--- src/hw/rtl/dmxtx_pkg.sv ---
`timescale 1ns / 1ps
// ----------------------------------------------------------------------------
// DMX512 transmitter package
// Shared types and constants for the frame transmitter core.
// ----------------------------------------------------------------------------
package dmxtx_pkg;

	// Width of period-sized values; holds break + MAB + a full frame of slots.
	localparam int unsigned PER_W = 23;

	localparam logic [19:0] MIN_BREAK_US  = 20'd92;
	localparam logic [19:0] MIN_MAB_US    = 20'd12;
	localparam logic [PER_W-1:0] MIN_PERIOD_US = PER_W'(1204);
	localparam logic [31:0] START_DELAY_US = 32'd4;

	localparam logic [19:0] RST_BREAK_US  = 20'd92;
	localparam logic [19:0] RST_MAB_US    = 20'd12;
	localparam logic [19:0] RST_PERIOD_US = 20'd25000;
	localparam logic [9:0]  RST_SLOTS     = 10'd512;

	// Register indexes on the configuration port (word address).
	localparam logic [1:0] REG_BREAK  = 2'd0;
	localparam logic [1:0] REG_MAB    = 2'd1;
	localparam logic [1:0] REG_PERIOD = 2'd2;
	localparam logic [1:0] REG_SLOTS  = 2'd3;

	typedef enum logic [2:0] {
		PH_IDLE  = 3'd0,
		PH_BREAK = 3'd1,
		PH_MAB   = 3'd2,
		PH_DATA  = 3'd3,
		PH_INTER = 3'd4
	} phase_t;

	typedef enum logic [1:0] {
		MODE_TICK  = 2'd0,
		MODE_LOAD  = 2'd1,
		MODE_START = 2'd2,
		MODE_STOP  = 2'd3
	} mode_t;

	// Timing values derived from the configuration registers.
	typedef struct packed {
		logic [20:0]      brk_p1;
		logic [20:0]      mab_p1;
		logic [9:0]       slots;
		logic [PER_W-1:0] period;
		logic [PER_W-1:0] period_p4;
	} cfg_t;

	typedef struct packed {
		logic       break_active;
		logic       byte_valid;
		logic [7:0] byte_value;
		logic       load_accepted;
		logic       period_overrun;
		logic [2:0] phase;
	} res_t;

endpackage

--- src/hw/rtl/dmxtx_out_buf.sv ---
`timescale 1ns / 1ps
// ----------------------------------------------------------------------------
// DMX512 transmitter output buffer
// Two-entry result buffer: an output register plus a skid entry.
// ----------------------------------------------------------------------------
module dmxtx_out_buf (
	input  logic            clk,
	input  logic            arst_n,
	input  logic            push,
	input  dmxtx_pkg::res_t push_data,
	input  logic            out_stall,
	output logic            out_valid,
	output dmxtx_pkg::res_t out_data,
	output logic            full
);

	dmxtx_pkg::res_t main_q;
	dmxtx_pkg::res_t skid_q;
	logic            main_v_q;
	logic            skid_v_q;
	logic            pop;

	assign pop = main_v_q && !out_stall;

	always_ff @(posedge clk or negedge arst_n) begin
		if (!arst_n) begin
			main_v_q <= 1'b0;
			skid_v_q <= 1'b0;
		end else if (pop) begin
			if (skid_v_q) begin
				skid_v_q <= 1'b0;
			end else begin
				main_v_q <= push;
			end
		end else if (push) begin
			if (main_v_q) begin
				skid_v_q <= 1'b1;
			end else begin
				main_v_q <= 1'b1;
			end
		end
	end

	always_ff @(posedge clk) begin
		if (pop) begin
			main_q <= skid_v_q ? skid_q : push_data;
		end else if (push && !main_v_q) begin
			main_q <= push_data;
		end
		if (push && main_v_q && !pop) begin
			skid_q <= push_data;
		end
	end

	assign out_valid = main_v_q;
	assign out_data  = main_q;
	assign full      = skid_v_q;

endmodule

--- config.mk ---
export PLATFORM = sky130hd
export DESIGN_NAME = dmxtx_out_buf
export DESIGN_NICKNAME = d
export VERILOG_FILES = /design/src/hw/rtl/dmxtx_pkg.sv /design/src/hw/rtl/dmxtx_out_buf.sv
export SDC_FILE = /design/constraint.sdc
export NUM_CORES = 1
export LEC_CHECK = 0
export ABC_AREA = 1
export BUFFER_PORTS_ARGS = -buffer_cell sky130_fd_sc_hd__buf_4
export CAP_MARGIN = 20
export CORE_MARGIN = 1
export CORE_UTILIZATION = 50
export DETAILED_ROUTE_END_ITERATION = 10
export PLACE_DENSITY = 0.77
export SYNTH_ARGS = -nofsm -noshare
export SYNTH_HDL_FRONTEND = slang
export SYNTH_SLANG_ARGS = --single-unit
export TNS_END_PERCENT = 30
--- constraint.sdc ---
create_clock -name clk -period 2.75 [get_ports clk]
set_input_delay 0.275 -clock clk [delete_from_list [all_inputs] [get_ports clk]]
set_output_delay 0.275 -clock clk [all_outputs]
set_load 0.1 [all_outputs]
## After elaboration in Yosys (flattened, before gate mapping)

Cells that the tools add are included.

- Equal/unequal tests: 1
- Mux-type cells: 9
- Reductions and logical operators: 12

Operators with widths:

| kind | number |
|---|---|
| 15-bit two-way mux | 3 |
| 1-bit two-way mux | 6 |
| 2-bit nonzero test | 3 |
| 1-bit logical AND | 4 |
| 2-bit AND reduction | 2 |
| 1-bit logical NOT | 3 |
| 2-bit != test (second input constant) | 1 |

- Flip-flop bits (word level): 32
- Input port bits: 19
- Logic and storage cells: 36

## Logic depth before layout (Yosys ltp)

- Depth in word-level cells: 4
- Depth in mapped cells: 5
- Mapped depth without buffers: 4

## Least setup slack after synthesis

No wires, ideal clock.

- Path type: register -> register
- From: reg main_v_q, in the netlist out_valid
- To: reg main_q (netlist bit out_data[0]) (enable)
- Library setup time: 0.408 ns
- Arrival: 2.321 ns
- Required time: 2.342 ns
- Setup slack: 0.021 ns
- Cell stages (with the launch flop): 4
- Cell sequence: dfrtp_1 > buf_6 > buf_12 > o21ai_0

- Cells in the longest elaborated chain, start to end: 3
- Elaborated cells on any way between the ends: 4
- Those cells by class: 4 x reduce/logical

RTL lines:

| what | line | text |
|---|---|---|
| from (decl) | dmxtx_out_buf.sv:19 | `logic main_v_q;` |
| from (signal assigned) | dmxtx_out_buf.sv:33 | `main_v_q <= push;` |
| 1-bit logical NOT | dmxtx_out_buf.sv:47 | `end else if (push && !main_v_q) begin` |
| 1-bit logical AND | dmxtx_out_buf.sv:47 |  |
| 2-bit nonzero test (no source line) * | n/a |  |
| to (signal assigned) | dmxtx_out_buf.sv:46 | `main_q <= skid_v_q ? skid_q : push_data;` |
| to (signal assigned) | dmxtx_out_buf.sv:48 | `main_q <= push_data;` |
| to (decl) | dmxtx_out_buf.sv:17 | `dmxtx_pkg::res_t main_q;` |

Every way passes the cells marked *; elsewhere a longest branch is shown, timed or not.
A chain may end at the register's enable or synchronous reset.

## Worst setup path in the final report

- From: reg main_v_q, in the netlist out_valid
- To: reg skid_q[3] in the netlist's numbering (enable)

- Cells in the longest elaborated chain, start to end: 3
- Elaborated cells on any way between the ends: 4
- Those cells by class: 4 x reduce/logical

RTL lines:

| what | line | text |
|---|---|---|
| 1-bit logical AND | dmxtx_out_buf.sv:23 | `assign pop = main_v_q && !out_stall;` |
| 1-bit logical NOT | dmxtx_out_buf.sv:50 | `if (push && main_v_q && !pop) begin` |
| 1-bit logical AND * | dmxtx_out_buf.sv:50 |  |
| to (signal assigned) | dmxtx_out_buf.sv:51 | `skid_q <= push_data;` |
| to (decl) | dmxtx_out_buf.sv:18 | `dmxtx_pkg::res_t skid_q;` |

Marks and branches as above.

==> impl_results.rst <==
.. list-table::
   :header-rows: 1

   * - Metric
     - Value
   * - Global routing met2 resource utilization
     - 33.3%
   * - Leakage power
     - around 0.7 nW
   * - Height of the die
     - 53.0 um
   * - Quantity of I/O buffers inserted on ports
     - 35
   * - Number of synthesis warnings
     - 0
   * - Routed via count divided by cell count
     - around 5.1
   * - Required time of the critical path
     - 2.78 ns
   * - Net count reported at finish
     - 154
   * - Power dissipated by switching net loads
     - 0.000421 W
   * - TritonCTS sink count
     - 32
   * - Highest-delay cell along the critical path
     - sky130_fd_sc_hd__dfrtp_1
   * - Starting DRC count in detailed routing
     - 21
   * - Post-cts gate resize count
     - 0
   * - Initial standard-cell utilization of the core
     - 52.9%
   * - Unrepaired setup endpoints after global routing
     - false
   * - Die area
     - 0.00281 sq mm
   * - Crit path buf inv count
     - 1
   * - Max Cap Viol
     - 0
   * - Antenna violation net count after detailed routing
     - 0
   * - Reg power frac
     - 52.0%
   * - Most used routing layer in global routing
     - met2
   * - Reg-to-reg slack, setup
     - 0.78 ns
   * - Number of antenna violations at the first check in global routing
     - 0
   * - FF-to-FF End
     - skid_q[3]$_DFFE_PP_
   * - Largest vdd supply drop
     - between 600 and 700 uV
   * - TritonCTS clock tree
     - built
   * - Most common cell after layout, fill and taps aside
     - sky130_fd_sc_hd__buf_4
   * - Row count
     - 18
   * - Seq/Total Area, Yosys
     - 73.2%
   * - Met1 global-route usage
     - between 20% and 30%
   * - Share of layout cells above drive strength 1
     - 32.4%
   * - Pwr/cell area
     - 729 mW/mm^2
   * - Largest buffer count on any clock path
     - 2
   * - Largest fanout on the critical path
     - 21
   * - Share of the clock period used by the worst path after layout
     - 71.6%
   * - Total gr overflow
     - 0
   * - Max Slew Vio Count
     - 0
   * - Area Growth Syn to Fin
     - 22.9%
   * - #FFs+latches synth
     - 32
   * - Hold path startpoint
     - push_data[13]
   * - Top-level port count
     - 36
   * - Worst reg2reg path depth
     - 3
   * - Clock network latency to the later pin of the worst-skew pair
     - 0.33 ns
   * - Nature of the critical path endpoint
     - flip-flop
   * - Maximum achievable frequency
     - 508 MHz
   * - Type of element launching the critical path
     - flip-flop
   * - Worst hold slack
     - ~0.12 ns
   * - Diode insertion count for antenna repair
     - 0
   * - Detailed-route via count
     - roughly 850
   * - Sw Share
     - 36.1%
   * - Syn Std Cell Area
     - between 0.001 and 0.0015 sq mm
   * - Router iterations before antenna repair
     - 4
   * - Horizontal extent of the die
     - 53.0 um
   * - Final setup vio count
     - 0
   * - Critical path arrival
     - 2.00 ns
   * - Clock Power Share
     - 21.2%
   * - Post-layout minimum cycle time
     - 1.97 ns
   * - Post-Synthesis Cells
     - 96
   * - Wirelength, routed
     - 2310 um
   * - Met3 usage
     - 9.77%
   * - CORE AREA
     - 0.00245 sq mm
   * - Finished Layout Cells
     - 166
   * - Final Total Pwr
     - 0.00116 W
   * - Overall Global Routing Usage
     - 20.4%
   * - Routability Congestion
     - roughly 0.74
   * - Worst reg2reg startpoint
     - out_valid$_DFFE_PN0P_
   * - DRC violations left
     - 0
   * - Critical Path Max Stage Delay
     - ~0.8 ns
   * - Detail-routed net length per standard cell
     - around 14 um
   * - Pin count of the biggest net entering global routing
     - 22
   * - Tightest Pin Transition
     - roughly 0.66 ns
   * - Clock transition at path regs
     - 0.10 ns
   * - Final count of hold timing violations
     - 0
   * - HPWL after detailed placement
     - 1590 um
   * - Library cells used by synthesis
     - 12
   * - Ordered list of cells on the worst path
     - nand2_1, nor2_1, buf_4
   * - Post-route setup TNS
     - 0 ns
   * - Fin Clk Skew
     - 0.0144 ns
   * - Post-synthesis net count
     - 115
   * - Vias in the first global route
     - approximately 840
   * - Endpoint, Worst Hold
     - skid_q[13]$_DFFE_PP_
   * - Max-slew headroom
     - a little under three fifths
   * - Layout filler cell count
     - between 150 and 200
   * - Outcome
     - finished clean
   * - Int Power
     - 0.000744 W
   * - Critical path's top delay family
     - flip-flops
   * - Clock tree root driver cell
     - sky130_fd_sc_hd__clkbuf_4
   * - Average size of a mapped cell
     - 13.5 sq um
   * - Combinational power share
     - between 20% and 30%
   * - Inst Count DP
     - 157
   * - Global-route wire length before repair
     - 3800 um
   * - Class of the most critical hold timing path
     - in2reg
   * - CTS H-Tree Depth
     - 2
   * - Highest-count cells in the layout ignoring fill and taps
     - 37 x sky130_fd_sc_hd__buf_4, 35 x sky130_fd_sc_hd__nand2_1, 30 x sky130_fd_sc_hd__edfxtp_1, 15 x sky130_fd_sc_hd__nand4_1, 5 x sky130_fd_sc_hd__clkbuf_4
   * - TritonCTS buffer count
     - 5
   * - Hold Path Stages
     - 1
   * - Setup CP Type
     - reg2reg
-- logic make-up after synthesis --
| group | after synthesis | synth area share [%] |
|---|---|---|
| AO/OA/AOI/OAI | 2 | 0.770 |
| flip-flops | 32 | 73.2 |
| buffers and inverters | 10 | 7.03 |
| AND/OR/NAND/NOR | 52 | 19.0 |
-- power by group through the flow --
stage / Sequential [W] / Clock, W / Combinational [W]
global placement: 0.000614 / 0 / 0.000309
finish: 0.000605 / 0.000247 / 0.000312
detailed placement: 0.000616 / 0 / 0.000313
CTS: 0.000605 / 0.000254 / 0.000315
global route: 0.000610 / 0.000274 / 0.000329
floorplan: 0.000795 / 0 / 0.0000751
-- synthesized netlist by cell type --
cell type                  number  area share [%]
sky130_fd_sc_hd__inv_1          3            0.87
sky130_fd_sc_hd__nand2_1       35              10
sky130_fd_sc_hd__o21ai_0        1            0.38
sky130_fd_sc_hd__nor2_1         1            0.29
sky130_fd_sc_hd__edfxtp_1      30              69
sky130_fd_sc_hd__buf_6          5             4.3
sky130_fd_sc_hd__nand4_1       15             7.2
sky130_fd_sc_hd__nand3_4        1             1.3
sky130_fd_sc_hd__a21oi_1        1            0.38
sky130_fd_sc_hd__buf_12         1             1.5
sky130_fd_sc_hd__inv_2          1            0.29
sky130_fd_sc_hd__dfrtp_1        2             3.9
-- how the worst max path moves through the flow --
stage,end,from,slack (ns),depth (start not counted)
final,skid_q[3]$_DFFE_PP_,out_valid$_DFFE_PN0P_,0.78,3
after global routing,skid_q[4]$_DFFE_PP_,out_valid$_DFFE_PN0P_,0.65,3
after CTS,skid_q[3]$_DFFE_PP_,out_valid$_DFFE_PN0P_,0.79,3
after detailed placement,skid_q[11]$_DFFE_PP_,out_valid$_DFFE_PN0P_,0.82,3
after global placement,skid_q[11]$_DFFE_PP_,out_valid$_DFFE_PN0P_,0.91,3
after floorplan,out_data[0]$_DFFE_PP_,out_valid$_DFFE_PN0P_,0.02,3
-- final cells by class --
cell class,instances,area (sq um),share of cell area (%)
sequential,32,951,59.6
timing repair buffer,38,288,18.0
multi-input combinational,54,256,16.1
clock buffer,7,45.0,2.82
tap,30,37.5,2.35
inverter,4,15.0,0.940
clock inverter,1,3.75,0.235
-- metal layers --
layer	routed length (um)	up-vias
met2	1250	26
met5	0	-
met3	133	4
met1	899	402
met4	27	0
li1	-	422
-- through the flow --
stage / instance area [sq um] / setup WS [ns] / utilization, %
4_1_cts: 1600 / 0.786 / 65.0
3_3_place_gp: 1540 / 0.908 / 62.6
3_5_place_dp: 1540 / 0.824 / 62.6
2_1_floorplan: 1300 / 0.0213 / -
5_1_grt: 1600 / 0.653 / 65.0
6_report: 1600 / 0.780 / 65.0
-- repair_timing --
item	4_1_cts	5_1_grt
setup buffers	0	0
endpoints found under the hold margin	2	0
hold buffers	1	0
-- sequential cells by signal (all words and copies together), names as in the netlist --
| name | count |
|---|---|
| full | 1 |
| out_data | 15 |
| out_valid | 1 |
| skid_q | 15 |
(Power assumes the default switching activity.)
