==> src/hw/rtl/dmxtx_pkg.sv <==
`timescale 1ns / 1ps
// ----------------------------------------------------------------------------
// DMX512 transmitter package
// Shared types and constants for the frame transmitter core.
// ----------------------------------------------------------------------------
package dmxtx_pkg;

	// Width of period-sized values; holds break + MAB + a full frame of slots.
	localparam int unsigned PER_W = 23;

	localparam logic [19:0] MIN_BREAK_US  = 20'd92;
	localparam logic [19:0] MIN_MAB_US    = 20'd12;
	localparam logic [PER_W-1:0] MIN_PERIOD_US = PER_W'(1204);
	localparam logic [31:0] START_DELAY_US = 32'd4;

	localparam logic [19:0] RST_BREAK_US  = 20'd92;
	localparam logic [19:0] RST_MAB_US    = 20'd12;
	localparam logic [19:0] RST_PERIOD_US = 20'd25000;
	localparam logic [9:0]  RST_SLOTS     = 10'd512;

	// Register indexes on the configuration port (word address).
	localparam logic [1:0] REG_BREAK  = 2'd0;
	localparam logic [1:0] REG_MAB    = 2'd1;
	localparam logic [1:0] REG_PERIOD = 2'd2;
	localparam logic [1:0] REG_SLOTS  = 2'd3;

	typedef enum logic [2:0] {
		PH_IDLE  = 3'd0,
		PH_BREAK = 3'd1,
		PH_MAB   = 3'd2,
		PH_DATA  = 3'd3,
		PH_INTER = 3'd4
	} phase_t;

	typedef enum logic [1:0] {
		MODE_TICK  = 2'd0,
		MODE_LOAD  = 2'd1,
		MODE_START = 2'd2,
		MODE_STOP  = 2'd3
	} mode_t;

	// Timing values derived from the configuration registers.
	typedef struct packed {
		logic [20:0]      brk_p1;
		logic [20:0]      mab_p1;
		logic [9:0]       slots;
		logic [PER_W-1:0] period;
		logic [PER_W-1:0] period_p4;
	} cfg_t;

	typedef struct packed {
		logic       break_active;
		logic       byte_valid;
		logic [7:0] byte_value;
		logic       load_accepted;
		logic       period_overrun;
		logic [2:0] phase;
	} res_t;

endpackage

==> src/hw/rtl/dmxtx_cfg.sv <==
`timescale 1ns / 1ps
// ----------------------------------------------------------------------------
// DMX512 transmitter configuration registers
// APB register file plus a two-stage pipeline that derives timing values.
// ----------------------------------------------------------------------------
module dmxtx_cfg #(
	parameter int unsigned MAX_SLOTS    = 512,
	parameter int unsigned SLOT_TIME_US = 44
) (
	input  logic                clk,
	input  logic                arst_n,
	input  logic                psel,
	input  logic                penable,
	input  logic                pwrite,
	input  logic [3:0]          paddr,
	input  logic [31:0]         pwdata,
	output logic [31:0]         prdata,
	output logic                hold,
	output dmxtx_pkg::cfg_t     cfg
);

	localparam int unsigned PW = dmxtx_pkg::PER_W;

	logic [19:0] break_q;
	logic [19:0] mab_q;
	logic [19:0] period_q;
	logic [9:0]  slots_q;
	logic [1:0]  hold_q;
	logic        wr_en;

	assign wr_en = psel && penable && pwrite;

	always_ff @(posedge clk or negedge arst_n) begin
		if (!arst_n) begin
			break_q  <= dmxtx_pkg::RST_BREAK_US;
			mab_q    <= dmxtx_pkg::RST_MAB_US;
			period_q <= dmxtx_pkg::RST_PERIOD_US;
			slots_q  <= dmxtx_pkg::RST_SLOTS;
			hold_q   <= 2'd0;
		end else begin
			if (wr_en) begin
				unique case (paddr[3:2])
					dmxtx_pkg::REG_BREAK:  break_q  <= pwdata[19:0];
					dmxtx_pkg::REG_MAB:    mab_q    <= pwdata[19:0];
					dmxtx_pkg::REG_PERIOD: period_q <= pwdata[19:0];
					dmxtx_pkg::REG_SLOTS:  slots_q  <= pwdata[9:0];
					default:               break_q  <= break_q;
				endcase
				hold_q <= 2'd3;
			end else if (hold_q != 2'd0) begin
				hold_q <= hold_q - 2'd1;
			end
		end
	end

	assign hold = (hold_q != 2'd0);

	always_comb begin
		unique case (paddr[3:2])
			dmxtx_pkg::REG_BREAK:  prdata = {12'd0, break_q};
			dmxtx_pkg::REG_MAB:    prdata = {12'd0, mab_q};
			dmxtx_pkg::REG_PERIOD: prdata = {12'd0, period_q};
			dmxtx_pkg::REG_SLOTS:  prdata = {22'd0, slots_q};
			default:               prdata = 32'd0;
		endcase
	end

	// Stage 1: clamp the registers and scale the slot count.
	logic [19:0]  brk_s1;
	logic [19:0]  mab_s1;
	logic [9:0]   slots_s1;
	logic [19:0]  req_s1;
	logic [PW-1:0] bm_s1;
	logic [PW-1:0] slot_t_s1;
	logic [19:0]  brk_c;
	logic [19:0]  mab_c;
	logic [9:0]   slots_c;

	always_comb begin
		brk_c   = (break_q < dmxtx_pkg::MIN_BREAK_US) ? dmxtx_pkg::MIN_BREAK_US : break_q;
		mab_c   = (mab_q < dmxtx_pkg::MIN_MAB_US) ? dmxtx_pkg::MIN_MAB_US : mab_q;
		slots_c = (32'(slots_q) > MAX_SLOTS) ? 10'(MAX_SLOTS) : slots_q;
	end

	always_ff @(posedge clk) begin
		brk_s1    <= brk_c;
		mab_s1    <= mab_c;
		slots_s1  <= slots_c;
		req_s1    <= period_q;
		bm_s1     <= PW'(brk_c) + PW'(mab_c);
		slot_t_s1 <= PW'(PW'(slots_c) + PW'(1)) * PW'(SLOT_TIME_US);
	end

	// Stage 2: frame length and effective period.
	logic [PW-1:0] pkt;
	logic [PW-1:0] alt;
	logic [PW-1:0] per_c;
	logic          req_ok;

	always_comb begin
		pkt    = bm_s1 + slot_t_s1;
		alt    = pkt + PW'(SLOT_TIME_US);
		if (alt < dmxtx_pkg::MIN_PERIOD_US) begin
			alt = dmxtx_pkg::MIN_PERIOD_US;
		end
		req_ok = (req_s1 != 20'd0) && (PW'(req_s1) >= pkt);
		per_c  = req_ok ? PW'(req_s1) : alt;
	end

	always_ff @(posedge clk) begin
		cfg.brk_p1    <= 21'(brk_s1) + 21'd1;
		cfg.mab_p1    <= 21'(mab_s1) + 21'd1;
		cfg.slots     <= slots_s1;
		cfg.period    <= per_c;
		cfg.period_p4 <= per_c + PW'(dmxtx_pkg::START_DELAY_US);
	end

endmodule

==> config.mk <==
export PLATFORM = sky130hd
export DESIGN_NAME = dmxtx_cfg
export DESIGN_NICKNAME = d
export VERILOG_FILES = /design/src/hw/rtl/dmxtx_pkg.sv /design/src/hw/rtl/dmxtx_cfg.sv
export SDC_FILE = /design/constraint.sdc
export NUM_CORES = 1
export LEC_CHECK = 0
export BUFFER_PORTS_ARGS = -buffer_cell sky130_fd_sc_hd__buf_4
export CORE_MARGIN = 3
export CORE_UTILIZATION = 58
export CTS_CLUSTER_SIZE = 20
export DETAILED_ROUTE_END_ITERATION = 6
export PLACE_DENSITY = 0.8
export SYNTH_ARGS = -nofsm -noshare
export SYNTH_HDL_FRONTEND = slang
export SYNTH_SLANG_ARGS = --single-unit
==> constraint.sdc <==
create_clock -name clk -period 6.5 [get_ports clk]
set_input_delay 0.65 -clock clk [delete_from_list [all_inputs] [get_ports clk]]
set_output_delay 0.65 -clock clk [all_outputs]
set_load 0.1 [all_outputs]
---- Word-level counts from Yosys, hierarchy flattened ----
Index checks and enable logic that the tools add are counted.
storage, ports and cells
  register bits ........................... 282
  input bits .............................. 41
  output and inout port bits .............. 131
  word-level logic and storage cells ...... 52
cells by class
  add/sub/neg operators ................... 8
  multipliers ............................. 1
  order comparisons ....................... 5
  equality and inequality tests ........... 3
  multiplexer cells ....................... 8
  reduce and logical (&&, ||, !) cells .... 11
operators with widths
  cell                     number
  $pmux W32 S4             1
  $mux W23                 2
  $add A20 B1 Y21 const B  2
  $mux W20                 2
  $add A21 B23 Y23         1
  $add A23 B3 Y23 const B  1
  $add A23 B6 Y23 const B  1
  $ge A20 B23 Y1           1
  $lt A23 B11 Y1 const B   1
  $add A20 B20 Y21         1
  $lt A20 B4 Y1 const B    1
  $lt A20 B7 Y1 const B    1
  $reduce_bool A20 Y1      1
  $mul A11 B4 Y15 const B  1
  $add A10 B1 Y11 const B  1
  $gt A10 B10 Y1 const B   1
  $mux W10                 1
  $reduce_and A2 Y1        4
  $eq A2 B2 Y1 const B     2
  $mux W2                  2
  $reduce_bool A2 Y1       2
  $logic_and A1 B1 Y1      3
  $eq A2 B1 Y1 const B     1
  $logic_not A2 Y1         1
  $sub A2 B1 Y2 const B    1

---- Depth between registers and ports, before layout ----
  depth after elaboration ................. 6
  mapped depth ............................ 26
  mapped depth without buffers ............ 24

---- Worst setup path before layout ----
Ideal clock, no wire load.
  kind .................................... flip-flop to flip-flop
  start point ............................. register bm_s1[2]
  end point ............................... register cfg[14] (netlist name)
  library setup time ...................... 72 ps
  arrival time ............................ 5815 ps
  required time ........................... 6428 ps
  setup slack ............................. 614 ps
  cell stages (with the launch flop) ...... 26
  path buffers ............................ 3
  period minus slack after synthesis ...... 5886 ps
  cell sequence ........................... dfxtp_1 -> ha_1 -> fa_1 -> a211oi_4 -> o21a_1 -> o21ai_1 -> o21a_1 -> xor2_1 -> inv_1 -> ha_1 -> and3_1 -> nand3_1 -> or4b_2 -> nand4_1 -> o21ai_0 -> nor3_1 -> clkbuf_1 -> buf_2 -> clkbuf_1 -> nand2_1 -> o21ai_0 -> ha_1 -> a21boi_0 -> o21ai_2 -> nor4_2 -> xor2_1
on the way
  longest elaborated chain between the ends .. 6
  elaborated cells between the ends (all ways) .. 8
  those cells by class .................... add/sub (3); order compare (2); mux (2); reduce/logical (1)
RTL lines
  element                   line              RTL
  start: declaration        dmxtx_cfg.sv:73   logic [PW-1:0] bm_s1;
  start signal: assignment  dmxtx_cfg.sv:90   bm_s1 <= PW'(brk_c) + PW'(mab_c);
  $add A21 B23 Y23 (*)      dmxtx_cfg.sv:101  pkt = bm_s1 + slot_t_s1;
  $add A23 B6 Y23           dmxtx_cfg.sv:102  alt = pkt + PW'(SLOT_TIME_US);
  $lt A23 B11 Y1            dmxtx_cfg.sv:103  if (alt < dmxtx_pkg::MIN_PERIOD_US) begin
  $mux W23                  dmxtx_cfg.sv:103
  $mux W23 (*)              dmxtx_cfg.sv:107  per_c = req_ok ? PW'(req_s1) : alt;
  net per_c[3]              dmxtx_cfg.sv:97   logic [PW-1:0] per_c;
  $add A23 B3 Y23 (*)       dmxtx_cfg.sv:115  cfg.period_p4 <= per_c + PW'(dmxtx_pkg::START_DELAY_US);
  end: declaration          dmxtx_cfg.sv:19   output dmxtx_pkg::cfg_t cfg
Mark *: on every way through the listed nets, which the timed path passes. The rest lies on a longest branch.
A chain may end at the register's enable or synchronous reset.

---- Worst setup path in the final report ----
Same ends and word-level chain as after synthesis.

==> qor.yml <==
outcome: "finished, final reports clean"
required_ns: 6.98
io_pins: 172
core_sq_um: 22200
rrSetupSlack_ns: 0.57
diodes: 0
synth.ff_latch_count: 274
startpoint_type: "flop"
vias_per_cell: 5.83
grt_first_pass_wirelength_mm: 49.7
seq_area_frac_synth_pct: 44.2
synthesis.area_sq_um: 13300
crit_type: "reg2reg"
grt_pass1_vias: 9686
cts_tree: "done"
routed_wl_mm: 31.4
cts_max_path_buffers: 3
syn2layout_area_growth_pct: 16.4
synth_mux_area_share_pct: 8.96
crit_family: "simple AND/OR/NAND/NOR gates"
drt-initial-drc-count: 671
slowest_delay_ns: 0.70
async_reset_ff_share_pct: 26.3
path_max_fanout: 11
die_x_microns: 157
post-route-min-period_ns: 5.93
cts_buffers: 28
drive_gt1_share_pct: 24.5
rsz0062_at_grt: "false"
relSlewSlack_pct: 33.0
fin_nets: 1545
drv_cap: 0
dp_hpwl_mm: 23.9
crit_arrival_ns: 6.41
crit_path_end_kind: "flop"
grt-ovfl-total: 0
clock-sinks: 274
netlist_instances: 1283
synth_top_area_share_pct: 30.5
synth.distinct_cells: 89
initial_utilization_pct: 59.9
fin_worst_skew_ns: 0.0173
crit_chain: "ha_1, fa_1, a211oi_4, o21ai_1, nand4_1, a31oi_1, o21ai_0, xor2_2, ha_1, and3_1, nand3_1, or4b_2, nand4_1, o21ai_0, nor3_2, buf_4, nand2_1, o21ai_0, ha_1, a21boi_1, o21ai_2, nor4_2, xor2_1"
grt_max_degree: 73
finalSetupViolations: 0
avgSynthCellArea_sq_um: 10.3
fin_crit_sh_pct: 91.2
finalHoldViolCount: 0
seqCellArea_sq_um: 5860
antenna_found_initial: 0
cts_max_level: 1
gp_congestion: 0.945
max_freq_mhz: 169
synth_top_family_by_area: "simple AND/OR/NAND/NOR gates"
yosys-top-cells-area: "dfxtp_1, dfrtp_1, ha_1, mux2_2, xnor2_1"
worst_pin_slew_ns: 1.00
insertion_delay_ns: 0.56
fin_setup_tns_ns: 0
clockRootBuffer: "clkbuf_16"
multi_input_area_sq_um: 6890
cts_setup_buffers: 0
clk_pin_slew_ns: 0.06
routedWlPerCell_microns: 18.3
die_h_microns: 157
cp_slowest_cell: "or4b_2"
vias: 9967
yosysTopAreaCell: "dfxtp_1"
ant_nets: 0
portBuffers: 145
num_rows: 54
synthSimpleGateAreaFrac_pct: 14.2
synth_edf_count: 0
ys.flop_type: "dfxtp_1"
synth-adder-area-share_pct: 9.61
die_area_sq_um: 24700
grt.total_usage_pct: 25.1
min_path_type: "in2async"
synth_xor_area_share_pct: 6.97
fillerInstances: 1628
drc_errors: 0
drtPass1Iterations: 5
ys_warn_count: 0
drv_slew: 0
synth_compound_area_share_pct: 11.5
crit_buf_inv: 1
[state kept, by name, indices dropped and copies added (netlist names), 20 cells and up]
| signal | count |
|---|---|
| bm_s1 | 21 |
| mab_q | 20 |
| mab_s1 | 20 |
| period_q | 20 |
| cfg | 96 |
| req_s1 | 20 |
| break_q | 20 |
| brk_s1 | 20 |
[worst reg2reg max path: stages (launching register included)]
cell	delay, ns
dfxtp_1	0.30
ha_1	0.25
fa_1	0.50
a211oi_4	0.38
o21ai_1	0.21
nand4_1	0.20
a31oi_1	0.10
o21ai_0	0.30
xor2_2	0.19
ha_1	0.34
and3_1	0.18
nand3_1	0.17
or4b_2	0.70
nand4_1	0.10
o21ai_0	0.13
nor3_2	0.24
buf_4	0.23
nand2_1	0.06
o21ai_0	0.10
ha_1	0.23
a21boi_1	0.26
o21ai_2	0.21
nor4_2	0.30
xor2_1	0.16
[kinds of logic after synthesis]
| kind of cell | after synthesis |
|---|---|
| muxes | 97 |
| adders and majority gates | 96 |
| DFF | 274 |
| and+or+nand+nor | 355 |
| other | 2 |
| xor gates and xnor gates | 104 |
| buffers and inverters | 144 |
| AOI/OAI and AO/OA | 211 |
[layer usage]
layer | global-route usage, % | part of all wire [%] | routed length, microns | vias to the layer above
li1 | - | - | - | 4764
met1 | 33.3 | 43 | 13400 | 4768
met2 | 41.1 | 47 | 14600 | 363
met3 | 5.03 | 7.1 | 2230 | 72
met4 | 8.93 | 3.6 | 1110 | 0
met5 | 0 | 0 | 0 | -
[area by class of cell]
type	count	area share [%]
flip-flops and latches	274	37.9
clock inverters	15	0.931
multi-input cells	880	44.6
well taps	280	2.27
repair buffers	153	7.43
inverters	71	1.72
clock buffers	37	5.14
[cells in the final DEF, fill, tap and decap left out, types with 7 or more instances in the layout]
cell type and count:
dfxtp_1 202, buf_4 153, ha_1 86, mux2_2 75
nand2_1 73, xnor2_1 70, inv_1 69, nor2_1 65
dfrtp_1 59, nand3_1 50, o21ai_0 49, a21oi_1 46
xor2_1 31, clkbuf_16 28, nor3_1 27, and3_1 20
nand4_1 18, nor4_1 17, nor2b_1 17, conb_1 17
nand2b_1 15, dfstp_2 13, mux2i_1 12, o21a_1 11
a21o_1 10, mux4_2 10, fa_1 10, a31oi_1 9
o211ai_1 9, and2_1 8, or2_2 7, clkinv_2 7
[synth_stat cells, types with 4 or more instances]
library cell	n
a211oi_1	6
a211oi_2	4
a21o_1	10
a21oi_1	46
a31o_2	5
a31oi_1	9
and2_1	8
and3_1	20
and4_1	4
buf_2	6
buf_4	14
clkbuf_1	50
dfrtp_1	59
dfstp_2	13
dfxtp_1	202
fa_1	10
ha_1	86
inv_1	69
mux2_2	75
mux2i_1	12
mux4_2	10
nand2_1	73
nand2b_1	15
nand3_1	50
nand4_1	18
nor2_1	65
nor2b_1	17
nor3_1	29
nor3b_1	5
nor4_1	17
o2111ai_1	4
o211ai_1	9
o21a_1	11
o21ai_0	49
o21ai_1	6
o21bai_1	6
or2_2	7
or3_1	5
or4_1	4
xnor2_1	70
xor2_1	32
[per-stage QoR]
stage               hold slack, ns  cells  util [%]  setup WS (ns)  area, sq um
global placement             0.313   1658      65.5          0.592        14500
detailed placement           0.315   1658      65.5          0.476        14500
CTS                          0.224   1710      69.7          0.443        15500
finish                       0.196   1710      69.8          0.569        15500
global route                 0.260   1710      69.8         0.0660        15500
floorplan                    0.310   1298         -          0.614        13300
[repair_timing]
action | in CTS | in global routing
setup endpoints to repair | 0 | 6
hold buffers | 0 | 0
gates resized for setup | 0 | 2
[path summary, 6_finish.rpt]
check	startpoint	endpoint	cells after the start
worst max-delay path	bm_s1[2]	cfg[14]	23
worst min-delay path	arst_n	slots_q[3]	1
worst max register to register	bm_s1[2]	cfg[14]	23
worst min register to register	slots_s1[2]	cfg[48]	0
max in group asynchronous	arst_n	mab_q[16]	1
min in group clk	slots_s1[2]	cfg[48]	0
Power is left out: the tool's default activity adds up to more than one toggle a clock period on the data nets, which glitch-free logic cannot reach.
