==> src/hw/rtl/dmxtx_pkg.sv <==
`timescale 1ns / 1ps
// ----------------------------------------------------------------------------
// DMX512 transmitter package
// Shared types and constants for the frame transmitter core.
// ----------------------------------------------------------------------------
package dmxtx_pkg;

	// Width of period-sized values; holds break + MAB + a full frame of slots.
	localparam int unsigned PER_W = 23;

	localparam logic [19:0] MIN_BREAK_US  = 20'd92;
	localparam logic [19:0] MIN_MAB_US    = 20'd12;
	localparam logic [PER_W-1:0] MIN_PERIOD_US = PER_W'(1204);
	localparam logic [31:0] START_DELAY_US = 32'd4;

	localparam logic [19:0] RST_BREAK_US  = 20'd92;
	localparam logic [19:0] RST_MAB_US    = 20'd12;
	localparam logic [19:0] RST_PERIOD_US = 20'd25000;
	localparam logic [9:0]  RST_SLOTS     = 10'd512;

	// Register indexes on the configuration port (word address).
	localparam logic [1:0] REG_BREAK  = 2'd0;
	localparam logic [1:0] REG_MAB    = 2'd1;
	localparam logic [1:0] REG_PERIOD = 2'd2;
	localparam logic [1:0] REG_SLOTS  = 2'd3;

	typedef enum logic [2:0] {
		PH_IDLE  = 3'd0,
		PH_BREAK = 3'd1,
		PH_MAB   = 3'd2,
		PH_DATA  = 3'd3,
		PH_INTER = 3'd4
	} phase_t;

	typedef enum logic [1:0] {
		MODE_TICK  = 2'd0,
		MODE_LOAD  = 2'd1,
		MODE_START = 2'd2,
		MODE_STOP  = 2'd3
	} mode_t;

	// Timing values derived from the configuration registers.
	typedef struct packed {
		logic [20:0]      brk_p1;
		logic [20:0]      mab_p1;
		logic [9:0]       slots;
		logic [PER_W-1:0] period;
		logic [PER_W-1:0] period_p4;
	} cfg_t;

	typedef struct packed {
		logic       break_active;
		logic       byte_valid;
		logic [7:0] byte_value;
		logic       load_accepted;
		logic       period_overrun;
		logic [2:0] phase;
	} res_t;

endpackage

==> src/hw/rtl/dmxtx_seq.sv <==
`timescale 1ns / 1ps
// ----------------------------------------------------------------------------
// DMX512 transmitter sequencer
// Frame timer and slot pointer; drives the slot memory and builds results.
// ----------------------------------------------------------------------------
module dmxtx_seq #(
	parameter int unsigned MAX_SLOTS = 512,
	parameter int unsigned AW        = 9
) (
	input  logic            clk,
	input  logic            arst_n,
	input  logic            accept,
	input  logic [1:0]      mode,
	input  logic [8:0]      slot_index,
	input  logic [7:0]      slot_value,
	input  logic            tx_ready,
	input  dmxtx_pkg::cfg_t cfg,
	input  logic [7:0]      rd_data,
	output logic            wr_en,
	output logic [AW-1:0]   wr_addr,
	output logic [7:0]      wr_data,
	output logic [AW-1:0]   rd_addr,
	output dmxtx_pkg::res_t res
);

	dmxtx_pkg::phase_t phase_q, phase_n, phase_a;
	logic [31:0] now_q, now_n;
	logic [31:0] deadline_q, deadline_n;
	logic [31:0] bs_q, bs_n;
	logic        armed_q, armed_n;
	logic        stop_q, stop_n, stop_a;
	logic [9:0]  pos_q, pos_n, pos_a, pos_d;

	logic [31:0] now_inc;
	logic        expire;
	logic        idle_like;
	logic [9:0]  frame_len;
	logic        load_ok;
	logic        overrun;
	logic        bvalid;
	logic [7:0]  bval;

	always_comb begin
		now_inc   = now_q + 32'd1;
		expire    = armed_q && (now_inc == deadline_q);
		idle_like = (phase_q == dmxtx_pkg::PH_IDLE) || (phase_q == dmxtx_pkg::PH_INTER);
		frame_len = cfg.slots + 10'd1;
		load_ok   = 1'b0;
		overrun   = 1'b0;
		bvalid    = 1'b0;
		bval      = 8'd0;

		phase_a    = phase_q;
		now_n      = now_q;
		deadline_n = deadline_q;
		bs_n       = bs_q;
		armed_n    = armed_q;
		stop_a     = stop_q;
		pos_a      = pos_q;

		unique case (dmxtx_pkg::mode_t'(mode))
			dmxtx_pkg::MODE_TICK: begin
				now_n = now_inc;
				if (expire) begin
					unique case (phase_q)
						dmxtx_pkg::PH_BREAK: begin
							deadline_n = now_q + 32'(cfg.mab_p1);
							phase_a    = dmxtx_pkg::PH_MAB;
						end
						dmxtx_pkg::PH_MAB: begin
							deadline_n = bs_q + 32'(cfg.period);
							pos_a      = 10'd0;
							phase_a    = dmxtx_pkg::PH_DATA;
						end
						dmxtx_pkg::PH_DATA: begin
							overrun = 1'b1;
						end
						default: begin
							bs_n       = now_inc;
							deadline_n = now_q + 32'(cfg.brk_p1);
							phase_a    = dmxtx_pkg::PH_BREAK;
						end
					endcase
				end
			end
			dmxtx_pkg::MODE_LOAD: begin
				load_ok = idle_like && (32'(slot_index) < MAX_SLOTS);
			end
			dmxtx_pkg::MODE_START: begin
				if ((phase_q == dmxtx_pkg::PH_IDLE) && !armed_q) begin
					if ((now_q - bs_q) > 32'(cfg.period)) begin
						deadline_n = now_q + dmxtx_pkg::START_DELAY_US;
					end else begin
						deadline_n = bs_q + 32'(cfg.period_p4);
					end
					armed_n = 1'b1;
				end
			end
			dmxtx_pkg::MODE_STOP: begin
				if (idle_like) begin
					phase_a = dmxtx_pkg::PH_IDLE;
					armed_n = 1'b0;
					stop_a  = 1'b0;
				end else begin
					stop_a = 1'b1;
				end
			end
			default: begin
				now_n = now_q;
			end
		endcase

		// Byte hand-off uses the phase left by the item's own action.
		phase_n = phase_a;
		stop_n  = stop_a;
		pos_n   = pos_a;
		if ((phase_a == dmxtx_pkg::PH_DATA) && tx_ready) begin
			if (pos_a < frame_len) begin
				bvalid = 1'b1;
				bval   = (pos_a != 10'd0) ? rd_data : 8'd0;
				pos_n  = pos_a + 10'd1;
			end
			if (pos_n >= frame_len) begin
				if (stop_a) begin
					phase_n = dmxtx_pkg::PH_IDLE;
					armed_n = 1'b0;
					stop_n  = 1'b0;
				end else begin
					phase_n = dmxtx_pkg::PH_INTER;
				end
			end
		end
	end

	always_ff @(posedge clk or negedge arst_n) begin
		if (!arst_n) begin
			phase_q    <= dmxtx_pkg::PH_IDLE;
			now_q      <= 32'd0;
			deadline_q <= 32'd0;
			bs_q       <= 32'd0;
			armed_q    <= 1'b0;
			stop_q     <= 1'b0;
			pos_q      <= 10'd0;
		end else if (accept) begin
			phase_q    <= phase_n;
			now_q      <= now_n;
			deadline_q <= deadline_n;
			bs_q       <= bs_n;
			armed_q    <= armed_n;
			stop_q     <= stop_n;
			pos_q      <= pos_n;
		end
	end

	// Prefetch the slot behind the next pointer value, so the byte is ready
	// by the time the following item arrives. The store is never written
	// while data is being sent, so the prefetched byte cannot go stale.
	always_comb begin
		pos_d   = accept ? pos_n : pos_q;
		rd_addr = AW'(pos_d - 10'd1);
		wr_en   = accept && load_ok;
		wr_addr = AW'(slot_index);
		wr_data = slot_value;
	end

	always_comb begin
		res.break_active   = (phase_n == dmxtx_pkg::PH_BREAK);
		res.byte_valid     = bvalid;
		res.byte_value     = bval;
		res.load_accepted  = load_ok;
		res.period_overrun = overrun;
		res.phase          = phase_n;
	end

endmodule

==> config.mk <==
export PLATFORM = sky130hd
export DESIGN_NAME = dmxtx_seq
export DESIGN_NICKNAME = d
export VERILOG_FILES = /design/src/hw/rtl/dmxtx_pkg.sv /design/src/hw/rtl/dmxtx_seq.sv
export SDC_FILE = /design/constraint.sdc
export NUM_CORES = 1
export LEC_CHECK = 0
export ABC_AREA = 1
export CAP_MARGIN = 5
export CORE_AREA = 3 3 213 215
export DETAILED_ROUTE_END_ITERATION = 8
export DIE_AREA = 0 0 216 218
export DONT_BUFFER_PORTS = 1
export PLACE_DENSITY_LB_ADDON = 0.1
export SLEW_MARGIN = 5
export SYNTH_ARGS = -nofsm -noshare
export SYNTH_HDL_FRONTEND = slang
export SYNTH_SLANG_ARGS = --single-unit
==> constraint.sdc <==
create_clock -name clk -period 5.99 [get_ports clk]
set_input_delay 0 -clock clk [delete_from_list [all_inputs] [get_ports clk]]
set_output_delay 0 -clock clk [all_outputs]
set_load 0.05 [all_outputs]
# Word level (Yosys, flattened, before mapping)
# Cells that the tools add are included.
# Widths: inputs -> output; s select.
# word_totals
reg_bits	111
inputBits	129
output_inout_bits	42
# classes
n_addsub	10
order_cmp	3
n_eq_ne	13
muxes	38
n_bitwise	1
n_reduce_logical	14
# op_table
op	n
$mux 32	3
$pmux 32 s3	1
$mux 10	7
$add 32x21->32	2
$add 32x23->32	2
$pmux 32 s2	1
$add 32x1->32 const B	1
$add 32x3->32 const B	1
$eq 32x32->1	1
$gt 32x23->1	1
$sub 32x32->32	1
$mux 8	3
$add 10x1->10 const B	2
$mux 1	15
$mux 3	5
$ge 10x10->1	1
$lt 10x10->1	1
$reduce_bool 10->1	1
$eq 3x2->1 const B	3
$pmux 3 s3	1
$sub 9x1->9 const B	1
$eq 3x1->1 const B	2
$ne 2x2->1 const B	3
$pmux 3 s2	1
15 further kinds	19

# Longest topological paths before layout
# Gate-level depths: netlist of run 1.
# depth
ltp_word	12
depth_mapped	43
depth_no_buf	43

# Least setup slack after synthesis of run 1
# No wires, ideal clock.
# synth_timing
kind	reg-to-output
start	reg now_q[1]
end	out res[14] (netlist bit)
arrival_time_ns	6.711
slack_ns	-0.721
path_stages_with_launch	41
path_buffers	0
cell_sequence	dfrtp_1 ha_1 nand2_2 nor2_8 nand2_4 nor2_4 nand2_1 nand3b_1 nand2_1 clkinv_1 nand2_1 nor2_1 nand2_1 nor2_2 nand4_4 nand2_1 inv_1 ha_1 (+5 left out) nand2_2 xor2_1 ha_1 inv_1 a21oi_1 o21a_1 o21a_1 o21a_1 o21a_1 o21a_1 o21a_1 o21ai_0 nand2_1 a21oi_1 nor2_1 inv_1 o21ai_1 nor3_1
# synth_rtl
element	line_no	text
from (decl)	dmxtx_seq.sv:27	logic [31:0] now_q, now_n;
from (signal assigned)	dmxtx_seq.sv:146	now_q <= now_n;
to (decl)	dmxtx_seq.sv:23	output dmxtx_pkg::res_t res

==> impl_results.md, run 1 <==
- WL final: 62690 um
- Register area share after synthesis: 18.17%
- DRT Pass-1 Iters: 7
- Commonest cells in the netlist: nand2_1, inv_1, a21oi_1
- DRC viols: 0
- Status: finished, violations left
- Most common cell in the netlist: nand2_1
- Synth top area share: 18.17%
- Antenna Nets Post-Route: 0
- Clock Latency Late Sink: 0.41 ns
- Pin count of the biggest net entering global routing: 112
- Share of layout cells above drive strength 1: 17.09%
- Root buffer cell: clkbuf_16
- Initial antenna violation count: 1
- Slowest stage cell, crit path: dfrtp_2
- Mean number of vias per cell: 5.190
- M1 GR Usage: 35.39%
- GP Congestion: 0.9556
- Critical Path Fanout Max: 6
- Cell count after synthesis: 2412
- Syn avg cell area: 6.337 um^2
- DR WL/cell: 19.95 um
- Core Rows: 77
- Worst Path Arrival: 6.25 ns
- Synth top area cells: dfrtp_1, nand2_1, ha_1
- Setup-failing EPs final: 4
- WP buf/inv: 7
- Clock Pin Slew Worst Setup and Hold Paths: 0.08 ns
- Top cell by count, worst path: o21a_1
- Core ar.: 43930 um^2
- Vias in the first global route: 15510
- Critical hold path startpoint: slot_index[4]
- Worst hold slack: 0.00002195 ns
- PwrDens: 276.6 nW/um^2
- Htree depth: 3
- Post-synth ARST share: 100.0%
- Grt met3 use: 4.319%
- Crit Path Class: flip-flop to output pin
- Dominant synthesized flop cell: dfrtp_1
- Setup TNS Final: -0.7213 ns
- Flop2flop setup slack: 0.13 ns
- N_diodes: 0
- Ys Warns: 0
- Post-synth cell types: 59
- CTS sink count: 111
- RSZ-0062 raised after global routing: true
- Combinational Power Share: 63.8%
- CTS max path bufs: 2
- Final hold vios: 0
- Worst Setup End Kind: output pin
- Overflow after GRT: 0
- Worst-margin pin slew: 1.198 ns
- Fin nets: 2829
- R2R Path End: phase_q[1]
- DP HPWL: 51130 um
- Area leader, netlist: dfrtp_1
- Die Area: 47090 um^2
- P_int: 2.539 mW
- Fin. max-slew vios: 0
- Max-capacitance violation count: 0
- Delay-heaviest family, CP: compound AO/OA/AOI/OAI gates
- Tcrit/Tclk final: 104.3%
- Flop pwr share: 21.3%
- Startpoint types: flip-flop
- Hold Crit Class: input pin to output pin
- CTS tree: done
- Initial drt markers: 1121
- I/O Pins: 171
- First-pass GRT wire length: 93760 um
- Highest clock rate: 160.1 MHz
- Die Wd: 216 um
- Sw frac: 49.49%
- Peak supply drop: 177.9 uV
- Yosys reg bits: 111
- Synth-to-layout area growth: 18.90%
- Worst slew margin: 19.32%
- Tot GR Track Use: 26.15%
- Switching pwr: 2.488 mW
- Die Y-Extent: 218 um
- Leakage: 8.986 nW
- Via count: 16310
- IO Port Bufs: 0
- Met2 Use GR: 42.71%
- Initial Util: 34.79%
- Hold Path Cell Cnt: 0
- Final Power: 5.027 mW
- Grt peak-use layer: met2
- Final worst slack: -0.2572 ns
- Post-Syn Area: 15280 um^2
- Violated checks: setup timing
- Clock Skew: 0.01231 ns
- Post-layout min period: 6.247 ns
- Clock power share: 14.9%
- Reg-to-reg critical path startpoint: now_q[0]
- CTS Buf Count: 9
- WHS Endpoint: wr_addr[4]
- Depth of the most critical reg-to-reg path: 41
- WP data required: 5.99 ns
- Number of flops mapped to enable cells by yosys: 0
- Worst stage delay on the critical path: 0.46 ns
- Syn Nets: 2695
final cells by class:
type	instances	area [um^2]
inverters	295	1124
clock inverters	5	87.58
repair buffers	202	1633
clock buffers	11	252.7
well taps	592	740.7
flip-flops and latches	111	2791
multi-input cells	1927	11540
fillers	4829	25760
timing repair:
item / CTS / global route
hold endpoints to repair: 120 / 0
hold buffers: 3 / 0
setup buffers: 15 / 19
setup endpoints to repair: 7 / 9
resized for setup: 38 / 124
pin swaps: 18 / 70
worst max-delay path by stage:
stage	slack [ns]	depth (start not counted)	endpoint	startpoint
after floorplan	0.03	40	res[14]	now_q[1]
after global placement	0.03	42	res[14]	now_q[2]
after detailed placement	-0.06	42	res[14]	now_q[2]
after CTS	-0.16	43	res[14]	now_q[3]
after global routing	-0.65	41	res[14]	now_q[2]
final	-0.26	41	res[14]	now_q[0]
layout by cell type, fill, tap and decap left out, drive strengths merged, types with 4 or more instances in the layout:
| cell | netlist | layout |
|---|---|---|
| dfrtp | 111 | 111 |
| a21boi | 12 | 12 |
| nand2 | 666 | 666 |
| o21bai | 5 | 5 |
| xor2 | 83 | 83 |
| a31oi | 14 | 14 |
| o31ai | 4 | 4 |
| o211ai | 5 | 5 |
| nor2 | 225 | 225 |
| ha | 150 | 150 |
| nand4 | 18 | 18 |
| mux2 | 30 | 30 |
| nand3b | 26 | 26 |
| nor4 | 7 | 7 |
| inv | 289 | 291 |
| clkbuf | 42 | 11 |
| o21ai | 166 | 166 |
| nor3 | 23 | 23 |
| buf | 37 | 200 |
| o21a | 13 | 13 |
| clkinv | 6 | 5 |
| xnor2 | 40 | 40 |
| fa | 4 | 4 |
| nand3 | 199 | 199 |
| or2 | 8 | 8 |
| a21oi | 205 | 205 |
cell families (layout without fill, tap and decap cells):
kind of cell	after synthesis	after routing	synth area share, %
xor+xnor	125	125	7.400
buf+inv	374	513	9.864
flops	111	111	18.17
fa+ha+maj	154	154	12.80
simple gates	1177	1177	33.88
mux	31	31	2.276
compound gates	440	440	15.60
state kept, by name, indices dropped and copies added, names as in the netlist:
name and flops:
pos_q 10, armed_q 1, bs_q 32, deadline_q 32, phase_q 3, stop_q 1, now_q 32
per-stage QoR:
| stage | util [%] | std cells | instance area, um^2 | setup WS (ns) |
|---|---|---|---|---|
| after floorplan | - | 2412 | 15300 | 0.03164 |
| after global placement | 38.63 | 3091 | 16970 | 0.02947 |
| after detailed placement | 38.63 | 3091 | 16970 | -0.06016 |
| after CTS | 40.04 | 3124 | 17590 | -0.1581 |
| after global routing | 41.37 | 3143 | 18170 | -0.6547 |
| final | 41.37 | 3143 | 18170 | -0.2572 |
power groups by stage:
stage,clock network [mW],logic [mW],registers [mW]
4_1_cts,0.767,3.05,1.06
6_report,0.747,3.21,1.07
3_5_place_dp,0,2.95,1.06
3_3_place_gp,0,2.95,1.07
2_1_floorplan,0,1.99,1.03
5_1_grt,0.792,3.59,1.09
routing by layer:
layer	part of all wire, %	vias up
li1	-	8170
met1	47	7645
met2	46	420
met5	0.027	-
met4	2.9	2
met3	4.7	76
Note: power is estimated with default switching activity, not from simulation.
==> run 2: changes to the inputs <==
- CELL_PAD_IN_SITES_DETAIL_PLACEMENT: unset -> 0
- CELL_PAD_IN_SITES_GLOBAL_PLACEMENT: unset -> 1
- CORE_AREA: 3 3 213 215 -> 5 5 215 217
- CTS_CLUSTER_SIZE: unset -> 40
- DIE_AREA: 0 0 216 218 -> 0 0 220 222
==> impl_results.md, run 2 (synthesized netlist as in run 1, its figures left out) <==
- Status: finished, violations left
- Violated checks: setup timing
- Root buffer cell: clkbuf_16
- Place WS: -0.2656 ns
- First-pass GRT wire length: 95140 um
- Clock power share: 14.0%
- Via count: 16470
- Max-capacitance violation count: 0
- DP HPWL: 51510 um
- Critical Path Fanout Max: 6
- DRT Pass-1 Iters: 6
- Worst slew margin: 20.35%
- GP Congestion: 0.9362
- Clock Latency Late Sink: 0.40 ns
- Leakage: 9.019 nW
- Die Wd: 220 um
- DRC viols: 0
- Top Layer Used: met5
- Setup TNS Final: -0.9101 ns
- IO Port Bufs: 0
- Worst Setup End Kind: output pin
- Vias in the first global route: 15750
- Layout Cells excl Fill: 3157
- Peak supply drop: 235.6 uV
- Setup-failing EPs final: 5
- DR WL/cell: 20.34 um
- Die Y-Extent: 222 um
- I/O Pins: 171
- Flop pwr share: 21.7%
- Fin util: 41.44%
- WP data required: 5.99 ns
- Mean number of vias per cell: 5.216
- Flop2flop setup slack: -0.11 ns
- Core ar.: 43930 um^2
- Worst-margin pin slew: 1.186 ns
- CTS tree: done
- Combinational Power Share: 64.3%
- RSZ-0062 raised after global routing: true
- Sw frac: 49.99%
- Startpoint types: flip-flop
- CTS max path bufs: 2
- Hold Crit Class: input pin to output pin
- Pin count of the biggest net entering global routing: 112
- Leading registers by flop count: bs_q x32, deadline_q x32, now_q x32
- CTS Buf Count: 9
- Switching pwr: 2.464 mW
- Synth-to-layout area growth: 19.11%
- Initial drt markers: 1148
- Htree depth: 3
- Overflow after GRT: 0
- Fin. max-slew vios: 0
- Final Power: 4.929 mW
- DR WL met3: 3269 um
- Share of layout cells above drive strength 1: 17.71%
- Crit Path Class: flip-flop to output pin
- Tcrit/Tclk final: 104.4%
- Final worst slack: -0.2622 ns
- CTS sink count: 111
- P_int: 2.465 mW
- Post-layout min period: 6.252 ns
- Initial Util: 34.79%
- Worst Path Arrival: 6.25 ns
- Initial antenna violation count: 2
- Core Rows: 77
- Placed cells: 3092
- Met2 Routed Length: 28880 um
- Highest clock rate: 159.9 MHz
- Final hold vios: 0
- Delay-heaviest family, CP: compound AO/OA/AOI/OAI gates
- Slowest stage cell, crit path: dfrtp_1
- WP buf/inv: 7
- Worst stage delay on the critical path: 0.42 ns
- Antenna Nets Post-Route: 0
- Fin nets: 2842
- Met1 wire length: 29850 um
- Clock Skew: 0.01781 ns
- Clock Pin Slew Worst Setup and Hold Paths: 0.09 ns
- Die Area: 48840 um^2
- Tot GR Track Use: 25.60%
- Commonest cells after routing, fill and taps aside: nand2_1, inv_1, a21oi_1
- WL final: 64220 um
- PwrDens: 270.7 nW/um^2
- Commonest non-fill, non-tap cell in the layout: nand2_1
-- run 2: metal layers --
layer  track usage [%]  up-vias
li1                  -     8208
met1             35.69     7686
met2             40.51      476
met3             3.974       95
met4             8.254        2
met5                 0        -
-- run 2: stage by stage --
stage          cell area [um^2]  hold slack [ns]
2_1_floorplan             15300          -0.2956
3_3_place_gp              16990          -0.2926
3_5_place_dp              16990          -0.2916
4_1_cts                   17780        0.0003409
5_1_grt                   18210        0.0001971
6_report                  18210       0.00002195
-- run 2: path summary, 6_finish.rpt --
| check | from | endpoint | depth (start not counted) |
|---|---|---|---|
| setup / recovery | now_q[11] | res[14] | 42 |
| hold / removal | slot_index[6] | wr_addr[6] | 0 |
| setup reg to reg | now_q[11] | armed_q | 45 |
| hold reg to reg | deadline_q[9] | deadline_q[9] | 2 |
| max in group asynchronous | arst_n | now_q[1] | 2 |
| min in group asynchronous | arst_n | now_q[29] | 2 |
-- run 2: area by class of cell --
| type | count | area, um^2 |
|---|---|---|
| clock inverter | 6 | 66.31 |
| tap | 592 | 740.7 |
| antenna | 1 | 2.502 |
| clock buffer | 10 | 239.0 |
| sequential | 111 | 2789 |
| multi-input combinational | 1927 | 11500 |
| timing repair buffer | 215 | 1750 |
| fill | 4809 | 25730 |
| inverter | 295 | 1122 |
-- run 2: power groups by stage --
stage | Combinational [mW] | Sequential (mW) | Clock (mW)
after floorplan | 1.99 | 1.03 | 0
after global routing | 3.53 | 1.08 | 0.732
final | 3.17 | 1.07 | 0.690
after global placement | 2.93 | 1.06 | 0
after detailed placement | 2.93 | 1.06 | 0
after CTS | 3.05 | 1.06 | 0.708
-- run 2: what timing repair did --
action / 4_1_cts / 5_1_grt
pin swaps: 19 / 39
endpoints found under the setup margin: 9 / 10
hold buffers: 3 / 0
setup buffers: 26 / 20
gates resized for setup: 70 / 91
endpoints found under the hold margin: 122 / 0
cloned: 0 / 0
